### config.mk
export PLATFORM = sky130hd
export DESIGN_NAME = number_range_list_encoder
export DESIGN_NICKNAME = d
export VERILOG_FILES = /design/src/rtl/nrle_pkg.sv /design/src/rtl/number_range_list_encoder.sv /design/src/rtl/nrle_encode.sv /design/src/rtl/nrle_obuf.sv
export SDC_FILE = /design/constraint.sdc
export NUM_CORES = 1
export LEC_CHECK = 0
export ABC_AREA = 1
export BUFFER_PORTS_ARGS = -buffer_cell sky130_fd_sc_hd__buf_2
export CELL_PAD_IN_SITES_DETAIL_PLACEMENT = 1
export CELL_PAD_IN_SITES_GLOBAL_PLACEMENT = 1
export CORE_UTILIZATION = 32
export DETAILED_ROUTE_END_ITERATION = 6
export PLACE_DENSITY = 0.67
export SYNTH_ARGS = -nofsm -noshare
export SYNTH_HDL_FRONTEND = slang
export SYNTH_SLANG_ARGS = --single-unit
### constraint.sdc
create_clock -name clk -period 9.9 [get_ports clk]
set_input_delay 0.99 -clock clk [delete_from_list [all_inputs] [get_ports clk]]
set_output_delay 0.99 -clock clk [all_outputs]
set_load 0.01 [all_outputs]
### src/rtl/nrle_pkg.sv
// Shared types for the number range list encoder.
package nrle_pkg;

	typedef enum logic [2:0] {
		MODE_IDLE    = 3'd0,
		MODE_PLAIN   = 3'd1,
		MODE_PEND_UP = 3'd2,
		MODE_PEND_DN = 3'd3,
		MODE_RUN_UP  = 3'd4,
		MODE_RUN_DN  = 3'd5
	} mode_t;

	typedef enum logic [1:0] {
		KIND_FIRST = 2'd0,
		KIND_COMMA = 2'd1,
		KIND_DASH  = 2'd2
	} kind_t;

	typedef struct packed {
		kind_t kind;
		logic  list_end;
	} tag_t;

endpackage

### src/rtl/number_range_list_encoder.sv
// Number range list encoder top level: input register, run state, result register.
// Takes one number per beat unless stalled by a busy result register, and emits range tokens
// (first, comma, dash-run-end). An item goes from the input register through the token
// logic into a two-slot result register, which then offers the item's first token. An item
// yielding two tokens (a flushed run or pending number plus the new number or its end-of-list
// flush) holds the result register until both are taken, since the result port delivers one
// token per beat while token_ready is high. add_one must be written only while idle.
module number_range_list_encoder import nrle_pkg::*; #(
	parameter int VALUE_WIDTH = 16
) (
	input  logic                 clk,
	input  logic                 arst_n,
	input  logic                 cfg_wr_en,
	input  logic                 cfg_wr_data,
	input  logic                 item_valid,
	output logic                 item_ready,
	input  logic [VALUE_WIDTH-1:0] value,
	input  logic                 last_item,
	output logic                 token_valid,
	input  logic                 token_ready,
	output logic [1:0]           token_kind,
	output logic [VALUE_WIDTH:0] token_number,
	output logic                 list_end
);

	logic                   add_one_q;
	logic                   valid_s1;
	logic [VALUE_WIDTH-1:0] value_s1;
	logic                   last_s1;
	mode_t                  mode_q;
	logic [VALUE_WIDTH-1:0] prev_q;

	mode_t                      mode_nxt;
	logic [VALUE_WIDTH-1:0]     prev_nxt;
	logic [1:0]                 count;
	tag_t [1:0]                 tags;
	logic [1:0][VALUE_WIDTH:0]  nums;
	logic                       free;
	logic                       advance;
	tag_t                       head_tag;

	assign advance    = valid_s1 && free;
	assign item_ready = !valid_s1 || advance;

	always_ff @(posedge clk or negedge arst_n) begin
		if (!arst_n) begin
			add_one_q <= 1'b0;
		end else if (cfg_wr_en) begin
			add_one_q <= cfg_wr_data;
		end
	end

	always_ff @(posedge clk or negedge arst_n) begin
		if (!arst_n) begin
			valid_s1 <= 1'b0;
		end else if (item_valid && item_ready) begin
			valid_s1 <= 1'b1;
		end else if (advance) begin
			valid_s1 <= 1'b0;
		end
	end

	always_ff @(posedge clk) begin
		if (item_valid && item_ready) begin
			value_s1 <= value;
			last_s1  <= last_item;
		end
	end

	always_ff @(posedge clk or negedge arst_n) begin
		if (!arst_n) begin
			mode_q <= MODE_IDLE;
			prev_q <= '0;
		end else if (advance) begin
			mode_q <= mode_nxt;
			prev_q <= prev_nxt;
		end
	end

	nrle_encode #(.W(VALUE_WIDTH)) u_encode (
		.mode      (mode_q),
		.prev      (prev_q),
		.value     (value_s1),
		.last_item (last_s1),
		.add_one   (add_one_q),
		.mode_nxt  (mode_nxt),
		.prev_nxt  (prev_nxt),
		.count     (count),
		.tags      (tags),
		.nums      (nums)
	);

	nrle_obuf #(.W(VALUE_WIDTH)) u_obuf (
		.clk         (clk),
		.arst_n      (arst_n),
		.load        (advance),
		.load_count  (count),
		.load_tags   (tags),
		.load_nums   (nums),
		.free        (free),
		.token_valid (token_valid),
		.token_ready (token_ready),
		.head_tag    (head_tag),
		.head_num    (token_number)
	);

	assign token_kind = head_tag.kind;
	assign list_end   = head_tag.list_end;

	a_idle_after_end: assert property (@(posedge clk) disable iff (!arst_n)
		(advance && last_s1) |=> mode_q == MODE_IDLE)
		else $error("mode not idle after list end");

	a_first_from_idle: assert property (@(posedge clk) disable iff (!arst_n)
		(advance && mode_q == MODE_IDLE) |-> (count != 2'd0 && tags[0].kind == KIND_FIRST))
		else $error("list start without first token");

	a_hold_stage: assert property (@(posedge clk) disable iff (!arst_n)
		(valid_s1 && !free) |=> (valid_s1 && $stable(value_s1) && $stable(mode_q)))
		else $error("input stage changed while stalled");

endmodule

### src/rtl/nrle_encode.sv
// Combinational token builder: next mode, held number and up to two tokens per item.
module nrle_encode import nrle_pkg::*; #(
	parameter int W = 16
) (
	input  mode_t               mode,
	input  logic [W-1:0]        prev,
	input  logic [W-1:0]        value,
	input  logic                last_item,
	input  logic                add_one,
	output mode_t               mode_nxt,
	output logic [W-1:0]        prev_nxt,
	output logic [1:0]          count,
	output tag_t [1:0]          tags,
	output logic [1:0][W:0]     nums
);

	logic         up;
	logic         dn;
	logic         plain;
	logic [1:0]   n;
	logic [1:0]   idx;
	logic [1:0][W-1:0] raw;

	// exact difference of +1 / -1, one extra bit so no wrap
	assign up = {1'b0, value} == ({1'b0, prev} + {{W{1'b0}}, 1'b1});
	assign dn = ({1'b0, value} + {{W{1'b0}}, 1'b1}) == {1'b0, prev};

	always_comb begin
		tags     = '0;
		raw      = '0;
		n        = 2'd0;
		idx      = 2'd0;
		mode_nxt = mode;
		prev_nxt = prev;
		plain    = 1'b0;
		case (mode)
			MODE_PLAIN: begin
				plain = 1'b1;
			end
			MODE_PEND_UP, MODE_PEND_DN: begin
				if ((mode == MODE_PEND_UP && up) || (mode == MODE_PEND_DN && dn)) begin
					mode_nxt = (mode == MODE_PEND_UP) ? MODE_RUN_UP : MODE_RUN_DN;
					prev_nxt = value;
				end else begin
					tags[0].kind = KIND_COMMA;
					raw[0]       = prev;
					n            = 2'd1;
					plain        = 1'b1;
				end
			end
			MODE_RUN_UP, MODE_RUN_DN: begin
				if ((mode == MODE_RUN_UP && up) || (mode == MODE_RUN_DN && dn)) begin
					prev_nxt = value;
				end else begin
					tags[0].kind = KIND_DASH;
					raw[0]       = prev;
					n            = 2'd1;
					plain        = 1'b1;
				end
			end
			default: begin
				tags[0].kind = KIND_FIRST;
				raw[0]       = value;
				n            = 2'd1;
				mode_nxt     = MODE_PLAIN;
				prev_nxt     = value;
			end
		endcase

		if (plain) begin
			prev_nxt = value;
			if (up) begin
				mode_nxt = MODE_PEND_UP;
			end else if (dn) begin
				mode_nxt = MODE_PEND_DN;
			end else begin
				tags[n[0]].kind = KIND_COMMA;
				raw[n[0]]       = value;
				n               = n + 2'd1;
				mode_nxt        = MODE_PLAIN;
			end
		end

		// flush whatever is held at end of list
		if (last_item) begin
			if (mode_nxt inside {MODE_PEND_UP, MODE_PEND_DN}) begin
				tags[n[0]].kind = KIND_COMMA;
				raw[n[0]]       = prev_nxt;
				n               = n + 2'd1;
			end else if (mode_nxt inside {MODE_RUN_UP, MODE_RUN_DN}) begin
				tags[n[0]].kind = KIND_DASH;
				raw[n[0]]       = prev_nxt;
				n               = n + 2'd1;
			end
			if (n != 2'd0) begin
				idx                    = n - 2'd1;
				tags[idx[0]].list_end = 1'b1;
			end
			mode_nxt = MODE_IDLE;
		end
	end

	always_comb begin
		for (int i = 0; i < 2; i++) begin
			nums[i] = {1'b0, raw[i]} + {{W{1'b0}}, add_one};
		end
	end

	assign count = n;

endmodule

### src/rtl/nrle_obuf.sv
// Two-slot result register that hands tokens out one beat at a time while token_ready is high.
module nrle_obuf import nrle_pkg::*; #(
	parameter int W = 16
) (
	input  logic            clk,
	input  logic            arst_n,
	input  logic            load,
	input  logic [1:0]      load_count,
	input  tag_t [1:0]      load_tags,
	input  logic [1:0][W:0] load_nums,
	output logic            free,
	output logic            token_valid,
	input  logic            token_ready,
	output tag_t            head_tag,
	output logic [W:0]      head_num
);

	logic [1:0]      cnt_q;
	tag_t [1:0]      tag_q;
	logic [1:0][W:0] num_q;
	logic            pop;

	assign token_valid = cnt_q != 2'd0;
	assign pop         = token_valid && token_ready;
	assign free        = (cnt_q == 2'd0) || (cnt_q == 2'd1 && token_ready);
	assign head_tag    = tag_q[0];
	assign head_num    = num_q[0];

	always_ff @(posedge clk or negedge arst_n) begin
		if (!arst_n) begin
			cnt_q <= 2'd0;
		end else if (load) begin
			cnt_q <= load_count;
		end else if (pop) begin
			cnt_q <= cnt_q - 2'd1;
		end
	end

	always_ff @(posedge clk) begin
		if (load) begin
			tag_q <= load_tags;
			num_q <= load_nums;
		end else if (pop) begin
			tag_q[0] <= tag_q[1];
			num_q[0] <= num_q[1];
		end
	end

	a_cnt_range: assert property (@(posedge clk) disable iff (!arst_n)
		cnt_q != 2'd3)
		else $error("result count out of range");

	a_load_free: assert property (@(posedge clk) disable iff (!arst_n)
		load |-> free)
		else $error("result register loaded while busy");

	a_end_last: assert property (@(posedge clk) disable iff (!arst_n)
		cnt_q == 2'd2 |-> !tag_q[0].list_end)
		else $error("list end ahead of another token");

	a_drain: assert property (@(posedge clk) disable iff (!arst_n)
		(pop && cnt_q == 2'd2 && !load) |=> cnt_q == 2'd1)
		else $error("second token lost");

endmodule
After elaboration in Yosys (flattened, before gate mapping)
Index checks and enable logic that the tools add are counted.
{"block": "totals", "out_inout_bits": 22, "input_bits": 23, "register_bits": 80}
{"block": "classes", "mux": 67, "magnitude_cmp": 6, "n_reduce_logical": 26, "n_eq_ne": 12, "addsub": 8}
{"operator": "$mux W32", "count": 6}
{"operator": "$mux W16", "count": 7}
{"operator": "$pmux W16 S3", "count": 2}
{"operator": "$bwmux W32", "count": 2}
{"operator": "$mux W6", "count": 8}
{"operator": "$add A16 B1 Y17", "count": 2}
{"operator": "$add A16 B1 Y17 const B", "count": 2}
{"operator": "$mux W17", "count": 2}
{"operator": "$demux W16 S1", "count": 2}
{"operator": "$bwmux W6", "count": 4}
{"operator": "$mux W3", "count": 8}
{"operator": "$mux W2", "count": 11}
{"operator": "$eq A16 B17 Y1", "count": 1}
{"operator": "$eq A17 B16 Y1", "count": 1}
{"operator": "$eq A3 B2 Y1 const B", "count": 4}
{"operator": "$eq A3 B3 Y1 const B", "count": 4}
{"operator": "$reduce_bool A2 Y1", "count": 6}
{"operator": "$logic_and A1 B1 Y1", "count": 11}
{"operator": "$demux W3 S1", "count": 3}
{"operator": "$mux W1", "count": 8}
{"operator": "$lt A1 B2 Y1 const B", "count": 3}
{"operator": "$pmux W2 S3", "count": 1}
{"operator": "$pmux W3 S2", "count": 1}
{"operator": "$add A2 B1 Y2 const B", "count": 2}
{"operator": "12 further kinds", "count": 18}

Depth between registers and ports, before layout
Gate-level depths: netlist of the first run.
{"block": "logic_depth", "ltp_word": 23, "ltp_mapped": 35, "depth_no_buf": 34}

Hierarchy
From an unflattened synthesis of the first run, not the netlist that was laid out.
{"block": "unflattened", "hier_cells": 923, "area_unflattened_um2": 6542.5}
{"module": "nrle_encode", "seq_area_each_um2": 0.0, "cells_per_inst": 665, "area_per_inst_um2": 3367.0, "n_inst": 1}
{"module": "nrle_obuf", "seq_area_each_um2": 1251.2, "cells_per_inst": 147, "area_per_inst_um2": 1811.7, "n_inst": 1}
{"module": "number_range_list_encoder", "seq_area_each_um2": 1036.0, "cells_per_inst": 111, "area_per_inst_um2": 1363.8, "n_inst": 1}

Worst setup path before layout of the first run
No wires, ideal clock.
{"block": "synth_timing", "kind": "register to register", "startpoint": "register value_s1[0]", "endpoint": "register u_obuf.num_q, in the netlist u_obuf.head_num[14] (data pin)", "period_less_slack_ns": 4.055, "arrival_ns": 3.801, "path_slack_ns": 5.845, "n_path_buf": 1, "required_ns": 9.645, "stages_incl_launch_ff": 32, "cell_sequence": "edfxtp_1 > ha_1 > nand3_2 > inv_1 > nand2_1 > nand2_1 > nand2_1 > nand2_1 > nor2_1 > nand2_1 > nor2_1 > nand3_1 > nand3_4 > nand2_4 > inv_4 > nand2_4 > ha_1 > inv_1 > nand3_1 > nand2_4 > nand3_4 > buf_6 > nand2_1 > o21ai_0 > inv_1 > ha_1 > ha_1 > inv_1 > nor2_4 > nand4_1 > nand3_1 > nand2_1"}
{"block": "synth_between", "elab_chain_cells": 20, "word_cells_on_any_way": 57}
{"element": "from (decl)", "line": "number_range_list_encoder.sv:28", "text": "logic [VALUE_WIDTH-1:0] value_s1;"}
{"element": "from (signal assigned)", "line": "number_range_list_encoder.sv:65", "text": "value_s1 <= value;"}
{"element": "$add A16 B1 Y17", "line": "nrle_encode.sv:26", "text": "assign dn = ({1'b0, value} + {{W{1'b0}}, 1'b1}) == {1'b0, prev};"}
{"element": "$eq A17 B16 Y1", "line": "nrle_encode.sv:26"}
{"element": "$logic_and A1 B1 Y1 (on tied branches)", "line": "nrle_encode.sv:52, nrle_encode.sv:41"}
{"element": "$logic_or A1 B1 Y1 (on tied branches)", "line": "nrle_encode.sv:52, nrle_encode.sv:41"}
{"element": "$mux W1 (on tied branches)", "line": "nrle_encode.sv:52, nrle_encode.sv:41"}
{"element": "$pmux W2 S3", "line": "nrle_encode.sv:36", "text": "case (mode)"}
{"element": "$add A2 B1 Y2, or another cell as far along", "line": "nrle_encode.sv:79", "text": "n = n + 2'd1;"}
{"element": "$mux W2 or $logic_and A1 B1 Y1 (tied branches)", "line": "nrle_encode.sv:74, nrle_encode.sv:78"}
{"element": "(+4 left out)"}
{"element": "$mux W16 (not written as such) or $mux W32 (tied branches)", "line": "nrle_encode.sv:88, nrle_encode.sv:92, nrle_encode.sv:72"}
{"element": "$demux W16 S1 or $mux W32 (tied branches)"}
{"element": "$bwmux W32", "line": "nrle_encode.sv:88, nrle_encode.sv:92"}
{"element": "$mux W32", "line": "nrle_encode.sv:90", "text": "end else if (mode_nxt inside {MODE_RUN_UP, MODE_RUN_DN}) begin"}
{"element": "$mux W32", "line": "nrle_encode.sv:86", "text": "if (mode_nxt inside {MODE_PEND_UP, MODE_PEND_DN}) begin"}
{"element": "$mux W32 *", "line": "nrle_encode.sv:85", "text": "if (last_item) begin"}
{"element": "$add A16 B1 Y17 *", "line": "nrle_encode.sv:105", "text": "nums[i] = {1'b0, raw[i]} + {{W{1'b0}}, add_one};"}
{"element": "$mux W17 *", "line": "nrle_obuf.sv:40", "text": "if (load) begin"}
{"element": "to (signal assigned)", "line": "nrle_obuf.sv:42", "text": "num_q <= load_nums;"}
{"element": "to (decl)", "line": "nrle_obuf.sv:20", "text": "logic [1:0][W:0] num_q;"}
Every way passes the cells marked *; elsewhere a longest branch is shown, timed or not.
A chain may end at the register's enable or synchronous reset.

Worst setup path in the final report of the first run
{"block": "layout_timing", "startpoint": "register value_s1[9]", "endpoint": "register u_obuf.num_q, in the netlist u_obuf.head_num[10] (data pin)"}
Same word-level chain as after synthesis.

==> key figures, run 1 <==
Run status
  • Outcome: completed

Timing
  • Fin. Hold Viols: 0
  • Tmin final: ~5.2 ns
  • Setup-failing EPs final: 0
  • Slew HR: about a third
  • Unrepaired setup endpoints after global routing: false
  • Fin crit share: approximately 52%
  • Clock skew: ~0.007 ns
  • Max Clk Rate: between 0.15 and 0.2 GHz
  • Hold slack: 0.519 ns
  • Setup_tns: 0 ns
  • Pins Over Slew Limit: 0
  • Worst Tran Pin Value: ~1.0 ns

Yosys
  • Ys flop type: edfxtp_1
  • Post-Synth Simple-Gate Area: roughly two fifths
  • Synth Instances: between 900 and 1,000
  • Multiplexer area fraction after synthesis: less than 1%
  • Syn. warnings: 0
  • FFs w/ async S/R, synth: 28.7%
  • Yosys cell types: 48
  • Syn avg cell area: a little under 7 µm²
  • Post-Syn Area: 6610 µm²
  • Post-synthesis compound-gate area fraction: 6.13%
  • Adder-Cell Fraction of Synth Area: 2.08%
  • Synth Area in XOR/XNOR: 3.58%
  • Sequential-to-total area share from yosys stat: ~35%
  • Synthesized flop and latch total: 80
  • EDFF count, synth: 57
  • Main combinational cell family by area after synthesis: simple AND/OR/NAND/NOR gates
  • Mapped Nets: ~990

Floorplan
  • Initial core utilization: 32.7%
  • Die area: between 20,000 and 25,000 µm²
  • Core area: 20,200 µm²
  • Die Height: 146 µm
  • Die width: between 100 and 150 µm
  • FP Rows: 52
  • Ports: 45

Placement
  • IO Port Bufs: 44
  • DP Wirelength: about 18,000 µm
  • RD Place Congestion: 0.890
  • Cell Count Post-Placement: 1,222

Global routing
  • Number of global-route vias before repair: just over 6,000
  • GRT met2 Usage: about 36%
  • GRT Overall Usage: between 20% and 30%
  • Met1 Track Usage GR: between 30% and 40%
  • Initial antenna violation count: 0
  • Remaining global-route overflow: 0
  • First-pass GRT wire length: 35,500 µm
  • Largest net degree at the start of global routing: 67
  • Met3 usage: 2.66%
  • GR peak layer: met2

Route
  • DR pass1 iterations: 4
  • Vias per inst: 5.02
  • Routed via count: 6,211
  • First-iteration detailed-routing DRC count: between 400 and 500
  • Number of remaining DRC errors: 0
  • WL final: between 20,000 and 25,000 µm
  • WL/cell: 18.2 µm
  • Antenna-violating nets left: 0

Cells and area
  • Area growth from synthesis to layout: 8.36%
  • Ant. Diodes: 0
  • Fraction of layout cells with a size suffix above 1: between 10% and 20%
  • Final non-filler cell total: ~1,200
  • Filler cells: between 2,000 and 3,000
  • Nets: between 900 and 1,000

Worst hold path
  • Worst Min Path Start: u_obuf.num_q[18]
  • Hold path depth: 2
  • Min-Delay Endpoint: u_obuf.head_num[1]
  • Hold Path Class: flip-flop to flip-flop

CTS
  • CTS Root Cell: clkbuf_16
  • Post-CTS setup buffer count: 0
  • CTS resizes: 0
  • Clock Latency Late Sink: 0.35 ns
  • CTS HTree Levels: 3
  • CTS max path bufs: 2
  • Clock slew at reported path FFs: 0.07 ns
  • TritonCTS Sinks: 80
  • CTS tree: built
  • TritonCTS buffer count: 9
  • Hold bufs inserted after CTS: 0

Pwr
  • Clock network fraction of total power: 11.6%
  • VDD IR max: between 100 and 150 µV
  • Switching share of power: 55.3%
  • Psw: between 1.5 and 2 mW
  • Internal power: about 1.2 mW
  • P_leak: around 3.4 nW
  • PD cells: roughly 380 nW/µm²
  • Comb pwr share: around 62%
  • Reg power frac: 26.2%

Worst setup path
  • CP endpoint kind: flip-flop
  • Crit path top cell by count: nand2_1
  • Reg2Reg Depth: 29
  • Critical Path Max Stage Delay: between 0.7 and 0.8 ns
  • R2r endpoint: u_obuf.head_num[10]
  • Crit start category: flip-flop
  • Reg2Reg Launch Point: value_s1[9]
  • Arr. time, crit path: 5.40 ns
  • Crit Path Max Fanout: 17
  • Slowest cell on the critical path: edfxtp_1
  • Crit path kind: flip-flop to flip-flop
  • Reg-to-reg slack, setup: between 4 and 5 ns
  • CP required: approximately 10 ns

Flow run
  • Max Cap Viol: 0
-- logic make-up after synthesis --
logic type | count (synthesis)
other | 1
DFF | 80
muxes | 1
adders and majority gates | 11
and+or+nand+nor | 588
buffers and inverters | 171
AOI/OAI and AO/OA | 73
xor gates and xnor gates | 27
-- power groups by stage --
stage / clock, mW / sequential (mW) / combinational (mW)
finish: 0.318 / 0.717 / 1.70
global route: 0.335 / 0.731 / 1.91
detailed placement: 0 / 0.719 / 1.70
CTS: 0.325 / 0.715 / 1.71
global placement: 0 / 0.717 / 1.68
floorplan: 0 / 0.641 / 1.33
-- state kept, by name (all words and copies together) (netlist names) --
| signal | cells |
|---|---|
| u_obuf.num_q | 17 |
| valid_s1 | 1 |
| u_obuf.cnt_q | 2 |
| u_obuf.head_num | 17 |
| u_obuf.head_tag | 3 |
| mode_q | 3 |
| u_obuf.tag_q | 3 |
| last_s1 | 1 |
| prev_q | 16 |
| add_one_q | 1 |
| value_s1 | 16 |
-- layout make-up --
cell class / instances / area (µm²) / share of cell area, %
tap: 270 / 338 / 4.72
timing repair buffer: 46 / 235 / 3.28
inverter: 125 / 472 / 6.58
sequential: 80 / 2290 / 31.9
clock buffer: 9 / 225 / 3.14
multi-input combinational: 701 / 3550 / 49.6
clock inverter: 7 / 53.8 / 0.751
-- cell usage after synthesis, drive strengths merged (6+ instances only) --
cell type | instances | area (µm²)
nand3 | 98 | 563
clkbuf | 6 | 22.5
dfrtp | 23 | 576
xnor2 | 7 | 61.3
inv | 124 | 468
buf | 40 | 288
nor3 | 10 | 55.1
xor2 | 20 | 175
o22ai | 6 | 37.5
edfxtp | 57 | 1710
nand4 | 34 | 234
a21oi | 10 | 53.8
nor2 | 97 | 462
ha | 11 | 138
o21ai | 48 | 244
nand2 | 342 | 1390
-- per-layer routing --
layer	vias up	part of all wire, %
li1	3067	-
met1	2989	49
met2	134	46
met3	21	3.6
met4	0	1.6
met5	-	0
-- worst max-delay path: cells and delay by family (launching register included) --
kind,cells,cell delay (ns)
compound gates,2,0.23
fa+ha+maj,3,0.72
simple gates,20,2.97
buf+inv,4,0.39
flops,1,0.71
-- placed cells by master (no fill, tap or decap), drive strengths merged --
master	instances
a211oi	1
a21boi	1
a21oi	10
a31oi	1
and2	1
buf	46
clkbuf	9
clkinv	3
clkinvlp	3
conb	1
dfrtp	23
edfxtp	57
ha	11
inv	126
mux2	1
nand2	342
nand3	98
nand4	34
nor2	97
nor2b	1
nor3	10
nor4	4
o2111ai	1
o211a	1
o211ai	1
o21ai	48
o21bai	1
o22ai	6
o31ai	2
or2	1
xnor2	7
xor2	20
-- metrics by stage --
step	total power [mW]	cell area [µm²]	utilization, %	worst slack, ns
after floorplan	1.98	6610	-	5.84
after global placement	2.39	6890	34.0	4.87
after detailed placement	2.42	6890	34.0	4.83
after CTS	2.75	7160	35.4	4.75
after global routing	2.97	7160	35.4	4.25
final	2.74	7160	35.4	4.71
-- worst max path at each step --
stage | from | endpoint | slack [ns] | depth (start not counted)
final | value_s1[9] | u_obuf.head_num[10] | 4.71 | 29
after global routing | value_s1[0] | u_obuf.head_num[10] | 4.25 | 30
after CTS | value_s1[1] | u_obuf.head_num[10] | 4.75 | 30
after detailed placement | value_s1[0] | u_obuf.head_num[14] | 4.83 | 29
after global placement | value_s1[1] | u_obuf.head_num[4] | 4.87 | 27
after floorplan | value_s1[0] | u_obuf.head_num[14] | 5.84 | 31
No activity file was read; power rests on OpenSTA's default activity.
==> run 2: changes to the inputs <==
ABC_AREA = 0   (was 1)
PLACE_DENSITY = 0.65   (was 0.67)
clock period = 5.2 ns   (was 9.9 ns; I/O delays follow)
==> run 2 against run 1 <==
Net effect: the run now ends with setup timing left; design area rose by 4.4%; sequential power rose by 72%; clock power rose by 130%; worst setup slack got worse by 4.8 ns.
==> key figures, run 2 <==
Placement
  • Cell Count Post-Placement: 947 (-23%)
  • IO Port Bufs: 44 (unchanged)
  • Post-place setup slack: -0.287 ns (-5.12 ns)
  • RD Place Congestion: 0.918 (+3.2%)
  • DP Wirelength: 15,200 µm (-14%)
  • Post-place instance area: 6750 µm² (-1.9%)

Timing
  • Fin crit share: 102% (+49 points)
  • Clock skew: 0.00707 ns (+0.000193 ns)
  • Setup_tns: -0.422 ns (-0.422 ns)
  • Final worst slack: -0.0888 ns (-4.80 ns)
  • Worst Tran Pin Value: 0.949 ns (-0.0477 ns)
  • Pins Over Slew Limit: 0 (unchanged)
  • Fin. Hold Viols: 0 (unchanged)
  • Setup-failing EPs final: 11 (+11)
  • Tmin final: 5.29 ns (+0.0999 ns)
  • Unrepaired setup endpoints after global routing: true
  • Max Clk Rate: 0.189 GHz (-1.9%)
  • Slew HR: 36.8% (+3.6 points)

Cells and area
  • Post-route cell area: 7480 µm² (+4.4%)
  • Most frequent cells in the layout: buf_4, nand2_1, edfxtp_1
  • Fraction of layout cells with a size suffix above 1: 32.0% (+18 points)
  • Final non-filler cell total: 981 (-21%)
  • Commonest non-fill, non-tap cell in the layout: buf_4
  • Ant. Diodes: 0 (unchanged)
  • Nets: 781 (-22%)
  • Area growth from synthesis to layout: 27.4%
  • Filler cells: 2,086 (-20%)

Route
  • WL met2: 9820 µm (-5.6%)
  • Top Layer Used: met4
  • Met3 routed WL: 878 µm (+8.9%)
  • Routed via count: 5,483 (-12%)
  • WL final: 20,200 µm (-10%)
  • Number of remaining DRC errors: 0 (unchanged)
  • WL/cell: 20.6 µm (+14%)
  • First-iteration detailed-routing DRC count: 327 (-20%)
  • Antenna-violating nets left: 0 (unchanged)
  • Wl on met1: 9040 µm (-17%)
  • Vias per inst: 5.59 (+11%)
  • DR pass1 iterations: 4 (unchanged)

Worst setup path
  • Crit Path Max Fanout: 7 (-10)
  • Arr. time, crit path: 5.47 ns (+0.07 ns)
  • CP endpoint kind: flip-flop
  • CP required: 5.38 ns (-4.73 ns)
  • Crit path kind: flip-flop to flip-flop
  • Crit start category: flip-flop

Yosys
  • Ys flop type: edfxtp_1
  • Share of the synthesized area in the top cell type: 29.1% (+3.3 points)
  • Synthesized flop and latch total: 80 (unchanged)
  • Largest cells by area after synthesis: edfxtp_1, dfrtp_1, nand2_1
  • Sequential-to-total area share from yosys stat: 39.0% (+4.4 points)
  • Syn. warnings: 0 (unchanged)
  • Synth Instances: 652 (-32%)
  • Post-synth top cells: nand2_1, edfxtp_1, nor2_1, xnor2_1
  • Multiplexer area fraction after synthesis: 1.81% (+1.6 points)
  • Adder-Cell Fraction of Synth Area: 2.34% (+0.26 points)
  • FFs w/ async S/R, synth: 28.7% (unchanged)
  • EDFF count, synth: 57 (unchanged)
  • Synth area leader: edfxtp_1
  • Post-synthesis compound-gate area fraction: 16.3% (+10 points)
  • Post-Syn Area: 5870 µm² (-11%)
  • Syn avg cell area: 9.01 µm² (+30%)
  • Mapped Nets: 686 (-30%)
  • Most frequent cell after synthesis: nand2_1
  • Yosys cell types: 83 (+73%)
  • Post-Synth Simple-Gate Area: 26.0% (-16 points)
  • Synth Area in XOR/XNOR: 6.84% (+3.3 points)
  • Main combinational cell family by area after synthesis: simple AND/OR/NAND/NOR gates

Pwr
  • Total power: 3.97 mW (+45%)
  • P_leak: 2.91 nW (-14%)
  • PD cells: 530 nW/µm² (+39%)
  • VDD IR max: 585 µV (+350%)

Worst hold path
  • Hold Path Class: input port to async pin

CTS
  • CTS HTree Levels: 3 (unchanged)
  • CTS max path bufs: 2 (unchanged)
  • CTS tree: built
  • TritonCTS buffer count: 9 (unchanged)
  • CTS Root Cell: clkbuf_16
  • TritonCTS Sinks: 80 (unchanged)
  • Clock slew at reported path FFs: 0.07 ns (about the same)
  • Clock Latency Late Sink: 0.36 ns (about the same)

Floorplan
  • FP Rows: 49 (-5.8%)
  • Initial core utilization: 32.7% (about the same)
  • Die width: 137 µm (-5.7%)
  • Ports: 45 (unchanged)
  • Core area: 18,000 µm² (-11%)
  • Die Height: 137 µm (-5.7%)
  • Die area: 18,900 µm² (-11%)

Global routing
  • Initial antenna violation count: 0 (unchanged)
  • Remaining global-route overflow: 0 (unchanged)
  • Number of global-route vias before repair: 5,677 (-7.7%)
  • Largest net degree at the start of global routing: 66 (-1.5%)
  • GRT Overall Usage: 22.4% (+0.47 points)
  • First-pass GRT wire length: 31,500 µm (-11%)

Flow run
  • Max Cap Viol: 0 (unchanged)

Run status
  • Outcome: finished, violations left
  • Failing checks: setup timing
-- run 2: cell types whose count changed in the layout (fill, tap and decap cells not counted), moves of 18 or more --
cell / before / now
inv_1: 119 / 14
nand2_2: 21 / 0
xnor2_1: 7 / 25
buf_4: 2 / 104
nand4_1: 32 / 13
nor2_1: 71 / 40
nand2_1: 314 / 101
nand3_1: 88 / 25
o21ai_0: 40 / 22
-- run 2: cell type report --
cell class                      count  area (µm²)  share of cell area, %
Multi-Input combinational cell    486        3460                   46.3
Sequential cell                    80        2290                   30.6
Timing Repair Buffer              151        1040                   13.9
Tap cell                          229         287                   3.83
Clock buffer                        9         225                   3.01
Clock inverter                      7         109                   1.46
Inverter                           19        71.3                  0.953
-- run 2: layer usage --
layer / track usage [%] / vias up
met5: 0 / -
met4: 7.69 / 0
met3: 3.68 / 38
met2: 37.3 / 144
met1: 29.3 / 2732
li1: - / 2569
-- run 2: cell families (layout without fill, tap and decap cells) --
kind of cell,after synthesis,after routing
buf+inv,86,186
xor+xnor,45,45
mux,10,10
flops,80,80
other cells,1,1
compound gates,131,131
fa+ha+maj,11,11
simple gates,288,288
-- run 2: what timing repair did --
item	4_1_cts	5_1_grt
setup endpoints to repair	19	28
gates cloned	0	0
setup buffers	5	14
pin swaps	1	27
resized for setup	14	35
hold buffers	0	0
-- run 2: stage by stage --
| step | hold WS [ns] | util [%] |
|---|---|---|
| floorplan | 0.224 | - |
| CTS | 0.225 | 40.1 |
| finish | 0.205 | 41.6 |
| detailed placement | 0.495 | 37.6 |
| global route | 0.244 | 41.6 |
| global placement | 0.491 | 37.6 |
-- run 2: final timing paths --
check | from | cells past startpoint | slack, ns | end
hold reg to reg | u_obuf.num_q[22] | 2 | 0.51 | u_obuf.head_num[5]
setup reg to reg | prev_q[0] | 21 | -0.09 | u_obuf.head_num[15]
setup / recovery | prev_q[0] | 21 | -0.09 | u_obuf.head_num[15]
hold / removal | arst_n | 1 | 0.21 | mode_q[2]
min in group clk | value[11] | 1 | 0.34 | value_s1[11]
max in group asynchronous | arst_n | 1 | 4.52 | prev_q[8]
-- run 2: critical path, stage by stage, from the launching register on --
cell       delay [ns]
dfrtp_1          0.39
buf_4            0.13
nand4_1          0.25
nor3_1           0.33
o22ai_1          0.11
or4_4            0.55
or3_4            0.39
nor2_1           0.10
o211ai_1         0.09
ha_1             0.34
inv_2            0.07
nand4_1          0.17
a2111oi_4        0.37
a41oi_4          0.09
o21bai_4         0.19
a22o_1           0.18
ha_4             0.15
o2111ai_2        0.12
a2bb2oi_2        0.17
or3_4            0.42
o31a_1           0.26
o31ai_1          0.24
-- run 2: power by group --
group / internal, mW / switching (mW)
clock network: 0.433 / 0.300
logic: 0.803 / 1.20
registers: 1.02 / 0.216
total: 2.25 / 1.72
